File: config.mk
export PLATFORM = sky130hd
export DESIGN_NAME = archive_header_validator_unit
export DESIGN_NICKNAME = d
export VERILOG_FILES = /design/src/hw/rtl/ahv_pkg.sv /design/src/hw/rtl/ahv_in_stage.sv /design/src/hw/rtl/ahv_parse.sv /design/src/hw/rtl/ahv_out_stage.sv /design/src/hw/rtl/archive_header_validator_unit.sv
export SDC_FILE = /design/constraint.sdc
export NUM_CORES = 1
export LEC_CHECK = 0
export ABC_AREA = 1
export BUFFER_PORTS_ARGS = -buffer_cell sky130_fd_sc_hd__buf_2
export CAP_MARGIN = 25
export CORE_MARGIN = 5
export CORE_UTILIZATION = 35
export DETAILED_ROUTE_END_ITERATION = 8
export GPL_ROUTABILITY_DRIVEN = 0
export PLACE_DENSITY = 0.5
export SETUP_SLACK_MARGIN = 0.02
export SLEW_MARGIN = 40
export SYNTH_ARGS = -nofsm -noshare
export SYNTH_HDL_FRONTEND = slang
export SYNTH_SLANG_ARGS = --single-unit
File: constraint.sdc
create_clock -name clk -period 9.64 [get_ports clk]
set_input_delay 2.892 -clock clk [delete_from_list [all_inputs] [get_ports clk]]
set_output_delay 2.892 -clock clk [all_outputs]
set_load 0.05 [all_outputs]
File: src/hw/rtl/ahv_pkg.sv
// ----------------------------------------------------------------------------
// Archive header validator package
// Shared types, constants and the byte-wise CRC-32 update function.
// ----------------------------------------------------------------------------
package ahv_pkg;

  // Positions within the 18-byte header.
  localparam int unsigned POS_W = 5;
  typedef logic [POS_W-1:0] ahv_pos_t;

  localparam ahv_pos_t MAGIC_LEN    = 5'd3;
  localparam ahv_pos_t CRC_SPAN     = 5'd14;
  localparam ahv_pos_t OFF_BASE     = 5'd6;
  localparam ahv_pos_t CNT_BASE     = 5'd10;
  localparam ahv_pos_t SCRC_BASE    = 5'd14;
  localparam ahv_pos_t HDR_LAST_POS = 5'd17;

  localparam logic [31:0] CRC_POLY = 32'hEDB8_8320;
  localparam logic [31:0] CRC_INIT = 32'hFFFF_FFFF;

  // Magic bytes, ASCII "T", "C", "F".
  localparam logic [7:0] MAGIC_B0 = 8'h54;
  localparam logic [7:0] MAGIC_B1 = 8'h43;
  localparam logic [7:0] MAGIC_B2 = 8'h46;

  typedef enum logic [1:0] {
    ST_OK     = 2'd0,
    ST_FORMAT = 2'd1,
    ST_CRC    = 2'd2
  } ahv_status_t;

  typedef struct packed {
    logic [7:0] data_byte;
    logic       stream_end;
  } ahv_in_t;

  typedef struct packed {
    ahv_status_t status;
    logic [31:0] idx_ofs;
    logic [31:0] entry_cnt;
  } ahv_out_t;

  // Hand-over from the parser to the output register.
  typedef struct packed {
    logic     load;
    ahv_out_t res;
  } ahv_res_t;

  // Expected magic byte for positions 0 to 2.
  function automatic logic [7:0] ahv_magic(input logic [1:0] idx);
    logic [7:0] m;
    case (idx)
      2'd0:    m = MAGIC_B0;
      2'd1:    m = MAGIC_B1;
      default: m = MAGIC_B2;
    endcase
    return m;
  endfunction

  // One reflected CRC-32 byte update, eight bit steps unrolled.
  function automatic logic [31:0] ahv_crc_byte(input logic [31:0] c,
                                               input logic [7:0]  b);
    logic [31:0] x;
    x = c ^ {24'h0, b};
    for (int k = 0; k < 8; k++) begin
      x = (x >> 1) ^ (x[0] ? CRC_POLY : 32'h0);
    end
    return x;
  endfunction

endpackage

File: src/hw/rtl/ahv_in_stage.sv
// ----------------------------------------------------------------------------
// Archive header validator input register
// Holds one incoming byte until the parser takes it.
// ----------------------------------------------------------------------------
module ahv_in_stage
  import ahv_pkg::*;
(
  input  logic    clk,
  input  logic    rst_n,
  input  logic    in_valid,
  output logic    in_stall,
  input  ahv_in_t in_data,
  input  logic    take,
  output logic    item_vld,
  output ahv_in_t item
);

  logic    vld_r;
  ahv_in_t data_r;

  // The register is free when empty or when its item leaves this cycle.
  assign in_stall = vld_r & ~take;

  always_ff @(posedge clk) begin
    if (!rst_n) begin
      vld_r <= 1'b0;
    end else if (!in_stall) begin
      vld_r <= in_valid;
    end
  end

  always_ff @(posedge clk) begin
    if (!in_stall && in_valid) begin
      data_r <= in_data;
    end
  end

  assign item_vld = vld_r;
  assign item     = data_r;

endmodule

File: src/hw/rtl/ahv_parse.sv
// ----------------------------------------------------------------------------
// Archive header validator parser
// Tracks header position, checks the magic, runs the CRC and builds results.
// ----------------------------------------------------------------------------
module ahv_parse
  import ahv_pkg::*;
(
  input  logic     clk,
  input  logic     rst_n,
  input  logic     item_vld,
  input  ahv_in_t  item,
  input  logic     out_free,
  output logic     take,
  output ahv_res_t res
);

  ahv_pos_t    pos_r, pos_nxt;
  logic [31:0] crc_r, crc_nxt;
  logic        magic_bad_r, magic_bad_nxt;
  logic [31:0] off_r, off_nxt;
  logic [31:0] cnt_r, cnt_nxt;
  logic [31:0] scrc_r, scrc_nxt;

  logic        last;
  logic        emit;
  logic [1:0]  lane_off, lane_cnt, lane_scrc;
  logic [31:0] scrc_full;
  ahv_status_t status;

  assign lane_off  = 2'(pos_r - OFF_BASE);
  assign lane_cnt  = 2'(pos_r - CNT_BASE);
  assign lane_scrc = 2'(pos_r - SCRC_BASE);
  assign scrc_full = {item.data_byte, scrc_r[23:0]};

  assign last = (pos_r >= HDR_LAST_POS);
  assign emit = last | item.stream_end;
  // An item that produces no result never waits for the output register.
  assign take = item_vld & (~emit | out_free);

  always_comb begin
    magic_bad_nxt = magic_bad_r;
    if (pos_r < MAGIC_LEN && item.data_byte != ahv_magic(pos_r[1:0])) begin
      magic_bad_nxt = 1'b1;
    end

    crc_nxt = crc_r;
    if (pos_r < CRC_SPAN) begin
      crc_nxt = ahv_crc_byte(crc_r, item.data_byte);
    end

    off_nxt  = off_r;
    cnt_nxt  = cnt_r;
    scrc_nxt = scrc_r;
    if (pos_r >= OFF_BASE && pos_r < CNT_BASE) begin
      off_nxt[8*lane_off +: 8] = item.data_byte;
    end else if (pos_r >= CNT_BASE && pos_r < SCRC_BASE) begin
      cnt_nxt[8*lane_cnt +: 8] = item.data_byte;
    end else if (pos_r >= SCRC_BASE && pos_r <= HDR_LAST_POS) begin
      scrc_nxt[8*lane_scrc +: 8] = item.data_byte;
    end

    pos_nxt = pos_r + 5'd1;

    if (!last) begin
      status = ST_FORMAT;
    end else if (magic_bad_r) begin
      status = ST_FORMAT;
    end else if (~crc_r != scrc_full) begin
      status = ST_CRC;
    end else begin
      status = ST_OK;
    end

    res.load       = take & emit;
    res.res.status = status;
    if (status == ST_FORMAT) begin
      res.res.idx_ofs   = 32'h0;
      res.res.entry_cnt = 32'h0;
    end else begin
      res.res.idx_ofs   = off_r;
      res.res.entry_cnt = cnt_r;
    end
  end

  // Control state: position, CRC and magic flag restart after each result.
  always_ff @(posedge clk) begin
    if (!rst_n) begin
      pos_r       <= '0;
      crc_r       <= CRC_INIT;
      magic_bad_r <= 1'b0;
    end else if (take) begin
      if (emit) begin
        pos_r       <= '0;
        crc_r       <= CRC_INIT;
        magic_bad_r <= 1'b0;
      end else begin
        pos_r       <= pos_nxt;
        crc_r       <= crc_nxt;
        magic_bad_r <= magic_bad_nxt;
      end
    end
  end

  // Every capture byte is rewritten before it is used, so no clearing.
  always_ff @(posedge clk) begin
    if (take) begin
      off_r  <= off_nxt;
      cnt_r  <= cnt_nxt;
      scrc_r <= scrc_nxt;
    end
  end

endmodule

File: src/hw/rtl/ahv_out_stage.sv
// ----------------------------------------------------------------------------
// Archive header validator output register
// Holds one result until the downstream side takes it.
// ----------------------------------------------------------------------------
module ahv_out_stage
  import ahv_pkg::*;
(
  input  logic     clk,
  input  logic     rst_n,
  input  ahv_res_t res,
  output logic     out_free,
  output logic     out_valid,
  input  logic     out_stall,
  output ahv_out_t out_data
);

  logic     vld_r, vld_nxt;
  ahv_out_t data_r;

  assign out_free = ~vld_r | ~out_stall;

  always_comb begin
    if (res.load) begin
      vld_nxt = 1'b1;
    end else begin
      vld_nxt = vld_r & out_stall;
    end
  end

  always_ff @(posedge clk) begin
    if (!rst_n) begin
      vld_r <= 1'b0;
    end else begin
      vld_r <= vld_nxt;
    end
  end

  always_ff @(posedge clk) begin
    if (res.load) begin
      data_r <= res.res;
    end
  end

  assign out_valid = vld_r;
  assign out_data  = data_r;

endmodule

File: src/hw/rtl/archive_header_validator_unit.sv
// Path: a transferred byte is held in the input register until the parser takes it;
// if it ends a header, its result is loaded into the output register behind out_valid.
// Throughput: one byte per cycle; only a byte that ends a header waits on a stalled result.
// Reset (rst_n low, synchronous): input and output registers are emptied, the byte
// position returns to zero, the CRC register to all ones and the magic flag clears.
// ----------------------------------------------------------------------------
// Archive header validator
// Checks an 18-byte archive header streamed one byte per transfer and reports
// its status with the index offset and file count.
// ----------------------------------------------------------------------------
module archive_header_validator_unit
  import ahv_pkg::*;
(
  input  logic     clk,
  input  logic     rst_n,
  input  logic     in_valid,
  output logic     in_stall,
  input  ahv_in_t  in_data,
  output logic     out_valid,
  input  logic     out_stall,
  output ahv_out_t out_data
);

  // The pipeline is three short parts: an input register, the parser with its
  // header state, and an output register. The parser only takes a byte that
  // completes a header when the output register can accept the result, so a
  // waiting result never blocks bytes that produce none.

  logic     take;
  logic     item_vld;
  ahv_in_t  item;
  logic     out_free;
  ahv_res_t res;

  ahv_in_stage u_in (
    .clk      (clk),
    .rst_n    (rst_n),
    .in_valid (in_valid),
    .in_stall (in_stall),
    .in_data  (in_data),
    .take     (take),
    .item_vld (item_vld),
    .item     (item)
  );

  // The parser holds the position, running CRC, magic flag and the captured
  // little-endian words. On the last header byte, or on an early end of
  // stream, it hands one result to the output register and restarts.
  ahv_parse u_parse (
    .clk      (clk),
    .rst_n    (rst_n),
    .item_vld (item_vld),
    .item     (item),
    .out_free (out_free),
    .take     (take),
    .res      (res)
  );

  ahv_out_stage u_out (
    .clk       (clk),
    .rst_n     (rst_n),
    .res       (res),
    .out_free  (out_free),
    .out_valid (out_valid),
    .out_stall (out_stall),
    .out_data  (out_data)
  );

`ifndef SYNTH
  // A format error never carries captured fields.
  a_format_zero: assert property (@(posedge clk) disable iff (!rst_n)
    out_valid && out_data.status == ST_FORMAT
      |-> out_data.idx_ofs == 32'h0 && out_data.entry_cnt == 32'h0)
    else $error("format error result carries non-zero fields");

  // A result handed over by the parser appears on the output next cycle.
  a_load_shows: assert property (@(posedge clk) disable iff (!rst_n)
    res.load |=> out_valid)
    else $error("loaded result not presented");

  // A held byte is always taken while the output register is empty.
  a_no_idle_stall: assert property (@(posedge clk) disable iff (!rst_n)
    item_vld && !out_valid |-> take)
    else $error("parser stalled with an empty output register");

  // The parser never overwrites a result that is still waiting.
  a_no_overwrite: assert property (@(posedge clk) disable iff (!rst_n)
    out_valid && out_stall |-> !res.load)
    else $error("waiting result overwritten");
`endif

endmodule

==> results of run 1 <==
worst max-delay path, stage by stage:
cell and delay, ns:
buf_2 0.07, nand2_1 0.05, inv_1 0.09, nand2_4 0.06, nor2_1 0.13, buf_2 0.28
state kept, by name (all words and copies together), names as in the netlist:
signal / count
u_out.out_data: 66
u_parse.cnt_r: 32
u_parse.crc_r: 32
u_parse.off_r: 32
u_parse.scrc_r: 24
u_in.item: 9
u_parse.pos_r: 5
u_in.item_vld: 1
u_out.out_valid: 1
u_parse.magic_bad_r: 1
path summary, 6_finish.rpt:
path | start | endpoint | slack (ns) | cells after the start
min reg2reg | u_parse.magic_bad_r | u_parse.magic_bad_r | 0.47 | 2
min | u_parse.magic_bad_r | u_parse.magic_bad_r | 0.47 | 2
max reg2reg | u_parse.pos_r[1] | u_parse.cnt_r[30] | 6.74 | 9
max | out_stall | in_stall | 3.18 | 6
power groups by stage:
stage	logic, mW	registers [mW]	clock network [mW]
floorplan	0.142	1.02	0
detailed placement	0.212	1.00	0
CTS	0.213	0.985	0.838
global placement	0.211	1.00	0
finish	0.212	0.985	0.815
global route	0.238	0.987	0.874
stage by stage:
step | total power, mW | instance area [um^2] | hold slack, ns
2_1_floorplan | 1.159 | 8985 | 0.4359
3_3_place_gp | 1.214 | 9688 | 0.4689
3_5_place_dp | 1.216 | 9692 | 0.4743
4_1_cts | 2.037 | 10390 | 0.4825
5_1_grt | 2.100 | 10390 | 0.4977
6_report | 2.011 | 10390 | 0.4738
cell usage in the layout (no fill, tap or decap), types with 2 or more instances in the layout:
| master | instances |
|---|---|
| inv_1 | 114 |
| clkbuf_1 | 11 |
| a21oi_1 | 39 |
| nand2_4 | 3 |
| inv_2 | 5 |
| nor3_1 | 18 |
| nand2_2 | 10 |
| ha_1 | 6 |
| clkinv_2 | 5 |
| xor2_1 | 42 |
| xnor2_1 | 19 |
| nand3_1 | 48 |
| buf_2 | 80 |
| nand3_2 | 2 |
| nand2_1 | 226 |
| nand4_1 | 4 |
| clkbuf_16 | 23 |
| o21ai_0 | 18 |
| nor2_1 | 110 |
| edfxtp_1 | 163 |
| nor2_2 | 2 |
| dfxtp_1 | 39 |
logic make-up after synthesis:
kind of cell    Yosys count
compound gates           60
xor+xnor                 61
fa+ha+maj                 6
buf+inv                 145
flops                   203
simple gates            427
layout make-up:
type	instances	area, um^2	share of cell area
Clock buffer	34	616.8	0.05935
Timing Repair Buffer	82	419.2	0.04033
Tap cell	330	412.9	0.03973
Clock inverter	7	78.83	0.007584
Multi-Input combinational cell	554	2708	0.2605
Sequential cell	203	5697	0.5481
Inverter	122	461.7	0.04442
layer usage:
layer | global-route usage | vias up | share of wire
met5 | 0 | - | 0
li1 | - | 3085 | -
met3 | 0.02346 | 26 | 0.059
met2 | 0.2209 | 156 | 0.44
met1 | 0.2153 | 2811 | 0.48
met4 | 0.03194 | 0 | 0.018
==> results.md, run 1 <==
* Status: complete, no violations
* P per Cell Area at 193.5 nW/um^2
* Net Sw Frac at 0.2549
* Post-Synth Simple-Gate Area at 0.1982
* Worst setup EP type: output port
* Clock share of power at 0.405
* CTS resizes at 0
* Crit path DAT at 3.57 ns
* Post-Place Cells at 1291
* XOR/XNOR Fraction of Synth Area at 0.05946
* Worst slew margin at 0.4916
* Clock buffer depth at 3
* Die X at 170.2 um
* Largest family of logic cells by synthesized area: simple AND/OR/NAND/NOR gates
* Final hold violations at 0
* Synth unique cells at 33
* Area grow syn2layout at 15.68%
* Post-synthesis sequential area ratio at 0.6339
* Fin crit share at 0.6705
* Latest clock arrival within the worst-skew pair at 0.52 ns
* Via-to-Cell Ratio at 4.563
* Routed WL at 20730 um
* Total GRT Usage at 0.1439
* Post-route clock skew at 0.01323 ns
* CTS Root Buffer Type: clkbuf_16
* Ports at 81
* Mapped Area at 8985 um^2
* GRT Residual Overflow at 0
* Worst-path clk slew at 0.06 ns
* Slew Limit Fails at 0
* Postcts setup bufs at 0
* HP Class: flop to flop
* Hold-fix buffers at CTS at 0
* Leakage power at 4.276 nW
* Port Buf Inserts at 80
* Total Nets Final at 1005
* Max Cap Viol at 0
* Dpl ws at 3.169 ns
* EDFF count, synth at 163
* Total negative slack at 0 ns
* Dpl hpwl at 14360 um
* Initial antenna violation count at 0
* Die ar. at 28970 um^2
* Antenna diodes at 0
* Post-Syn Nets at 921
* Die height at 170.2 um
* Layout cell share with drive strength beyond 1 at 0.1387
* Fill count at 2510
* Synth warn at 0
* Area contributors post-synth: edfxtp_1, nand2_1, dfxtp_1
* Worst Tran Pin Value at 0.7597 ns
* Ys flop type: edfxtp_1
* Wire per inst at 15.56 um
* Mean Syn Cell Area at 9.961 um^2
* Logic pwr share at 0.105
* Core area at 25250 um^2
* Final core utilization at 0.4116
* F_max at 154.7 MHz
* Startpoint types: input pin
* Fin worst setup slack at 3.176 ns
* Asr flop ratio synth at 0
* Vias in the first global route at 5760
* CTS Sinks at 203
* Drc violations at 0
* Initial DRC count at 448
* Area leader, netlist: edfxtp_1
* Period minus WS final at 6.464 ns
* CTS Buf Count at 23
* Flops & latches, synth at 203
* Row count at 58
* WS Path Type: input pin to output port
* Vias at 6078
* Count leader, synth: nand2_1
* Effective utilization at floorplan at 0.3558
* Final setup violation count at 0
* Sequential share of power at 0.490
* Post-DRT Antenna Nets at 0
* Synth Area in Adders at 0.008355
* First-pass GRT wire length at 32790 um
* Psw at 512.6 uW
* Largest net degree at the start of global routing at 67
* Syn Inst Count at 902
* Crit path max fanout at 2
* Mux contribution to synthesized area at 0
* RSZ-0062 raised after global routing: false
* CTS tree: done
* Peak VDD IR at 0.1061 mV
* H-tree depth at 1
* Critical Path RT at 6.75 ns
* Pre-antenna DRT Iters at 5
* Fin cells at 1332
* Post-synth top cells: nand2_1, edfxtp_1, inv_1
* Share of Yosys cell area claimed by the top area cell type at 0.5448
* P_int at 1.499 mW
* Compound-gate portion of the synthesized area at 0.03454
Note: power is estimated with default switching activity, not from simulation.
==> inputs of run 2 (changes only) <==
- clock period: 9.64 -> 6.4 ns (I/O delays scaled with it)
==> run 2 against run 1 <==
Against the previous run:
- clock skew is 0.0038 ns lower
- critical path depth is the same
- first-iteration DRC count down 24%
- die area is the same
- worst hold slack better by 0.0019 ns
- worst setup slack got worse by 1.3 ns
- non-clock buffer count is 1 higher
- critical path type unchanged
- highest routed layer unchanged
==> results.md, run 2 (synthesis results as in run 1) <==
* Crit path DAT at 2.59 ns
* CTS resizes at 0
* Worst slew margin at 0.4517
* Die ar. at 28970 um^2
* Leakage power at 4.363 nW
* H-tree depth at 1
* Worst-path clk slew at 0.06 ns
* P per Cell Area at 310.9 nW/um^2
* Net Sw Frac at 0.2470
* Area grow syn2layout at 17.71%
* Max Cap Viol at 0
* CTS tree: done
* RSZ-0062 raised after global routing: false
* Most common cell after layout, fill and taps aside: nand2_1
* Buffers & Inverters on Critical Path at 3
* CTS Root Buffer Type: clkbuf_16
* Peak VDD IR at 0.1643 mV
* Largest net degree at the start of global routing at 67
* Most frequent cell on the critical path: buf_2
* Min-delay src: u_parse.magic_bad_r
* FF/Latch Area at 5697 um^2
* Crit-path slowest cell: buf_2
* Fin crit share at 0.7054
* Met2 WL at 9501 um
* Max FFs per register at 66
* Row count at 58
* Wire per inst at 15.88 um
* Startpoint types: input pin
* Slowest stage delay, CP at 0.28 ns
* Routed WL at 21210 um
* P_int at 2.476 mW
* Psw at 812.2 uW
* Initial DRC count at 339
* Vias in the first global route at 6003
* Sequential share of power at 0.451
* Fill count at 2468
* Commonest non-fill, non-tap cells in the layout: nand2_1, edfxtp_1, inv_1
* Postcts setup bufs at 0
* Clock share of power at 0.451
* First-pass GRT wire length at 33630 um
* Clock buffer depth at 3
* Post-DRT Antenna Nets at 0
* Effective utilization at floorplan at 0.3558
* Multi-input logic area at 2708 um^2
* Initial antenna violation count at 0
* Max Used Layer: met4
* Worst setup EP type: output port
* WS Path Type: input pin to output port
* Status: complete, no violations
* Post-Route M1 WL at 9845 um
* CTS Sinks at 203
* Layout cell share with drive strength beyond 1 at 0.1511
* Slew Limit Fails at 0
* Die height at 170.2 um
* CTS Buf Count at 24
* Vias at 6136
* Drc violations at 0
* Final core utilization at 0.4188
* Hold-fix buffers at CTS at 0
* Total Nets Final at 1007
* Crit path max fanout at 2
* Pre-antenna DRT Iters at 5
* HP Class: flop to flop
* Total negative slack at 0 ns
* Post-route clock skew at 0.009417 ns
* Final setup violation count at 0
* Ports at 81
* Worst Tran Pin Value at 0.8195 ns
* Critical R2R Launch: u_parse.pos_r[1]
* Port Buf Inserts at 80
* Logic pwr share at 0.098
* Final hold violations at 0
* F_max at 221.5 MHz
* Critical Path RT at 4.48 ns
* Dpl hpwl at 14630 um
* Met3 WL at 1344 um
* Crit path cell chain: buf_2 > nand2_1 > inv_1 > nand2_4 > nor2_1 > buf_2
* Crit path max-delay family: buffers and inverters
* Via-to-Cell Ratio at 4.593
* Crit path from: out_stall
* GRT Residual Overflow at 0
* Total GRT Usage at 0.1468
* Core area at 25250 um^2
* Antenna diodes at 0
* Die X at 170.2 um
* Period minus WS final at 4.514 ns
* Latest clock arrival within the worst-skew pair at 0.52 ns
## run 2: worst paths after layout
check,endpoint,slack [ns],depth (start not counted)
worst max register to register,u_out.out_data[44],3.33,10
worst min register to register,u_parse.magic_bad_r,0.48,2
worst min-delay path,u_parse.magic_bad_r,0.48,2
worst max-delay path,in_stall,1.89,6
## run 2: stage by stage
stage	total power [mW]	hold slack (ns)	setup slack, ns	cells	cell area (um^2)
after floorplan	1.746	0.4359	1.665	902	8985
after global placement	1.831	0.4718	1.857	1292	9696
after detailed placement	1.832	0.4759	1.880	1292	9696
after CTS	3.324	0.4837	1.848	1336	10570
after global routing	3.421	0.5132	1.809	1336	10580
final	3.288	0.4756	1.886	1336	10580
## run 2: metal layers
layer | global-route usage | vias up
li1 | - | 3089
met1 | 0.2066 | 2826
met2 | 0.2338 | 186
met3 | 0.02671 | 35
met4 | 0.04132 | 0
met5 | 0 | -
## run 2: power by group through the flow
stage               registers (mW)  logic [mW]  clock network, mW
floorplan                     1.53       0.213                  0
global placement              1.51       0.320                  0
detailed placement            1.51       0.320                  0
CTS                           1.48       0.323               1.52
global route                  1.49       0.363               1.57
finish                        1.48       0.322               1.48
## run 2: layout make-up
class,count,share of cell area
Clock inverter,20,0.02591
Clock buffer,24,0.05678
Multi-Input combinational cell,554,0.2560
Sequential cell,203,0.5386
Tap cell,330,0.03904
Inverter,122,0.04365
Timing Repair Buffer,83,0.03999
## run 2: worst reg2reg max path: stages, from the launching register on
cell	delay (ns)
dfxtp_1	0.47
inv_1	0.17
ha_1	0.25
nand3_2	0.13
nand3_4	0.25
nand2_4	0.15
nand2_4	0.09
inv_4	0.10
nand2_1	0.11
inv_2	0.50
buf_4	0.50
==> inputs of run 3 (changes only) <==
- ABC_AREA: 1 -> 0
- PLACE_DENSITY: 0.5 -> 0.52
- clock period: 6.4 -> 3.6 ns (I/O delays scaled with it)
==> run 3 against run 2 <==
Against the previous run:
- clock power is 44% higher
- critical path depth grew 1
- via count down 23%
- global-route usage shrank 1.6 points
- clock skew decreased by 0.00084 ns
- largest power group unchanged
- design area decreased by 3.8%
- highest routed layer unchanged
==> results.md, run 3 <==
* Status: complete, no violations
* Peak VDD IR at 0.2762 mV
* Post-Synth Simple-Gate Area at 0.1236
* Worst Tran Pin Value at 0.7799 ns
* Synth warn at 0
* EDFF count, synth at 163
* Final hold violations at 0
* R2R depth at 8
* Core area at 24390 um^2
* Worst setup EP type: output port
* Buffers & Inverters on Critical Path at 2
* Vias at 4742
* CTS Sinks at 203
* Max Cap Viol at 0
* CTS tree: done
* Ys flop type: edfxtp_1
* Post-DRT Antenna Nets at 0
* Flops & latches, synth at 203
* Dpl hpwl at 13280 um
* Antenna diodes at 0
* CTS Buf Count at 23
* Drc violations at 0
* Total negative slack at 0 ns
* Initial DRC count at 325
* Area contributors post-synth: edfxtp_1, dfxtp_1, and2_1
* Synth Area in Adders at 0.008633
* Leakage power at 3.624 nW
* RSZ-0062 raised after global routing: false
* P per Cell Area at 535.2 nW/um^2
* XOR/XNOR Fraction of Synth Area at 0.1424
* Critical R2R Launch: u_parse.pos_r[1]
* Slew Limit Fails at 0
* Post-Syn Nets at 612
* Crit path cell chain: inv_1 > ha_1 > or3_4 > o21ai_4 > nand2_1 > and3_1 > buf_2
* Commonest non-fill, non-tap cells in the layout: edfxtp_1, and2_1, buf_2
* Die X at 167.6 um
* Post-synthesis sequential area ratio at 0.6550
* Area grow syn2layout at 16.95%
* Effective utilization at floorplan at 0.3565
* WS Path Type: flop to output port
* Hold-fix buffers at CTS at 0
* Clock buffer depth at 3
* Port Buf Inserts at 80
* Max FFs per register at 66
* HP Class: flop to flop
* Via-to-Cell Ratio at 4.640
* Post-synth top cells: edfxtp_1, and2_1, xor2_1
* Largest net degree at the start of global routing at 66
* Slowest stage delay, CP at 0.41 ns
* Wire per inst at 18.08 um
* H-tree depth at 1
* Crit path depth at 7
* Share of Yosys cell area claimed by the top area cell type at 0.5629
* Asr flop ratio synth at 0
* Vias in the first global route at 4938
* Crit-path slowest cell: dfxtp_4
* CTS Root Buffer Type: clkbuf_16
* Hold WS at 0.5180 ns
* Crit path DAT at 2.37 ns
* Post-route clock skew at 0.008579 ns
* Layout cell share with drive strength beyond 1 at 0.2077
* Mux contribution to synthesized area at 0.006906
* Worst-path clk slew at 0.06 ns
* Mean Syn Cell Area at 14.66 um^2
* Pre-antenna DRT Iters at 4
* Worst slew margin at 0.4761
* Largest family of logic cells by synthesized area: XOR/XNOR gates
* Row count at 57
* GRT Residual Overflow at 0
* F_max at 289.9 MHz
* Worst hold endpoint: u_out.out_data[46]
* Crit path max-delay family: simple AND/OR/NAND/NOR gates
* Area leader, netlist: edfxtp_1
* Die height at 167.6 um
* Ports at 81
* Most common cell after layout, fill and taps aside: edfxtp_1
* Period minus WS final at 3.449 ns
* Crit path max fanout at 11
* Syn Inst Count at 593
* Compound-gate portion of the synthesized area at 0.04993
* Fin crit share at 0.9581
* Count leader, synth: edfxtp_1
* Total GRT Usage at 0.1312
* Synth unique cells at 44
* Total Nets Final at 703
* Hold Path Depth at 1
* First-pass GRT wire length at 29090 um
* Startpoint types: flop
* Initial antenna violation count at 0
* Dpl ws at 0.3349 ns
* Die ar. at 28100 um^2
* Latest clock arrival within the worst-skew pair at 0.50 ns
* Routed WL at 18480 um
* Min-delay src: u_parse.off_r[14]
* Worst R2R Setup Slack at 0.98 ns
* Mapped Area at 8696 um^2
* Fin worst setup slack at 0.1507 ns
* Final setup violation count at 0
* R2R Path End: u_parse.scrc_r[22]
* Critical Path RT at 2.52 ns
==> run 3: layer usage <==
layer / track usage / vias up / share of wire
li1: - / 2286 / -
met1: 0.1821 / 2308 / 0.46
met2: 0.2143 / 121 / 0.46
met3: 0.02593 / 27 / 0.055
met4: 0.03035 / 0 / 0.016
met5: 0 / - / 0
==> run 3: cells by family (layout without fill, tap and decap cells) <==
| group | Yosys count | after routing |
|---|---|---|
| flip-flops | 203 | 203 |
| AO/OA/AOI/OAI | 58 | 58 |
| AND/OR/NAND/NOR | 187 | 187 |
| adder cells (fa/ha/maj) | 6 | 6 |
| multiplexers | 6 | 6 |
| XOR/XNOR | 105 | 105 |
| buffers and inverters | 28 | 133 |
==> run 3: stage by stage <==
step                      cells  area [um^2]  power [mW]    util
final                      1022        10170       5.443  0.4169
after detailed placement    982         9479       3.369  0.3886
after global placement      982         9474       3.368  0.3884
after floorplan             593         8696       3.222       -
after CTS                  1022        10170       5.512  0.4168
after global routing       1022        10170       5.676  0.4169
==> run 3: worst max-delay path by stage <==
| stage | from | to | slack (ns) |
|---|---|---|---|
| 2_1_floorplan | out_stall | u_parse.crc_r[28] | 0.13 |
| 3_3_place_gp | u_parse.pos_r[1] | in_stall | 0.43 |
| 3_5_place_dp | u_parse.pos_r[1] | in_stall | 0.33 |
| 4_1_cts | u_parse.pos_r[1] | in_stall | 0.06 |
| 5_1_grt | u_parse.pos_r[1] | in_stall | 0.04 |
| 6_report | u_parse.pos_r[1] | in_stall | 0.15 |
==> run 3: what timing repair did <==
action | 4_1_cts | 5_1_grt
pin swaps | 1 | 0
setup buffers | 1 | 0
gates cloned | 0 | 0
setup endpoints to repair | 1 | 1
resized for setup | 1 | 1
==> run 3: cell type report <==
| class | count | area [um^2] |
|---|---|---|
| clock inverters | 11 | 85.08 |
| clock buffers | 28 | 594.3 |
| flip-flops and latches | 203 | 5699 |
| multi-input cells | 362 | 2890 |
| well taps | 324 | 405.4 |
| inverters | 6 | 22.52 |
| repair buffers | 88 | 473.0 |
| fillers | 2312 | 14220 |
==> run 3: where the power goes <==
group	internal (mW)	switching (mW)	leakage [nW]	total, mW
Sequential	2.57	0.0803	1.83	2.65
Clock	1.24	0.887	0.330	2.13
Combinational	0.308	0.353	1.46	0.661
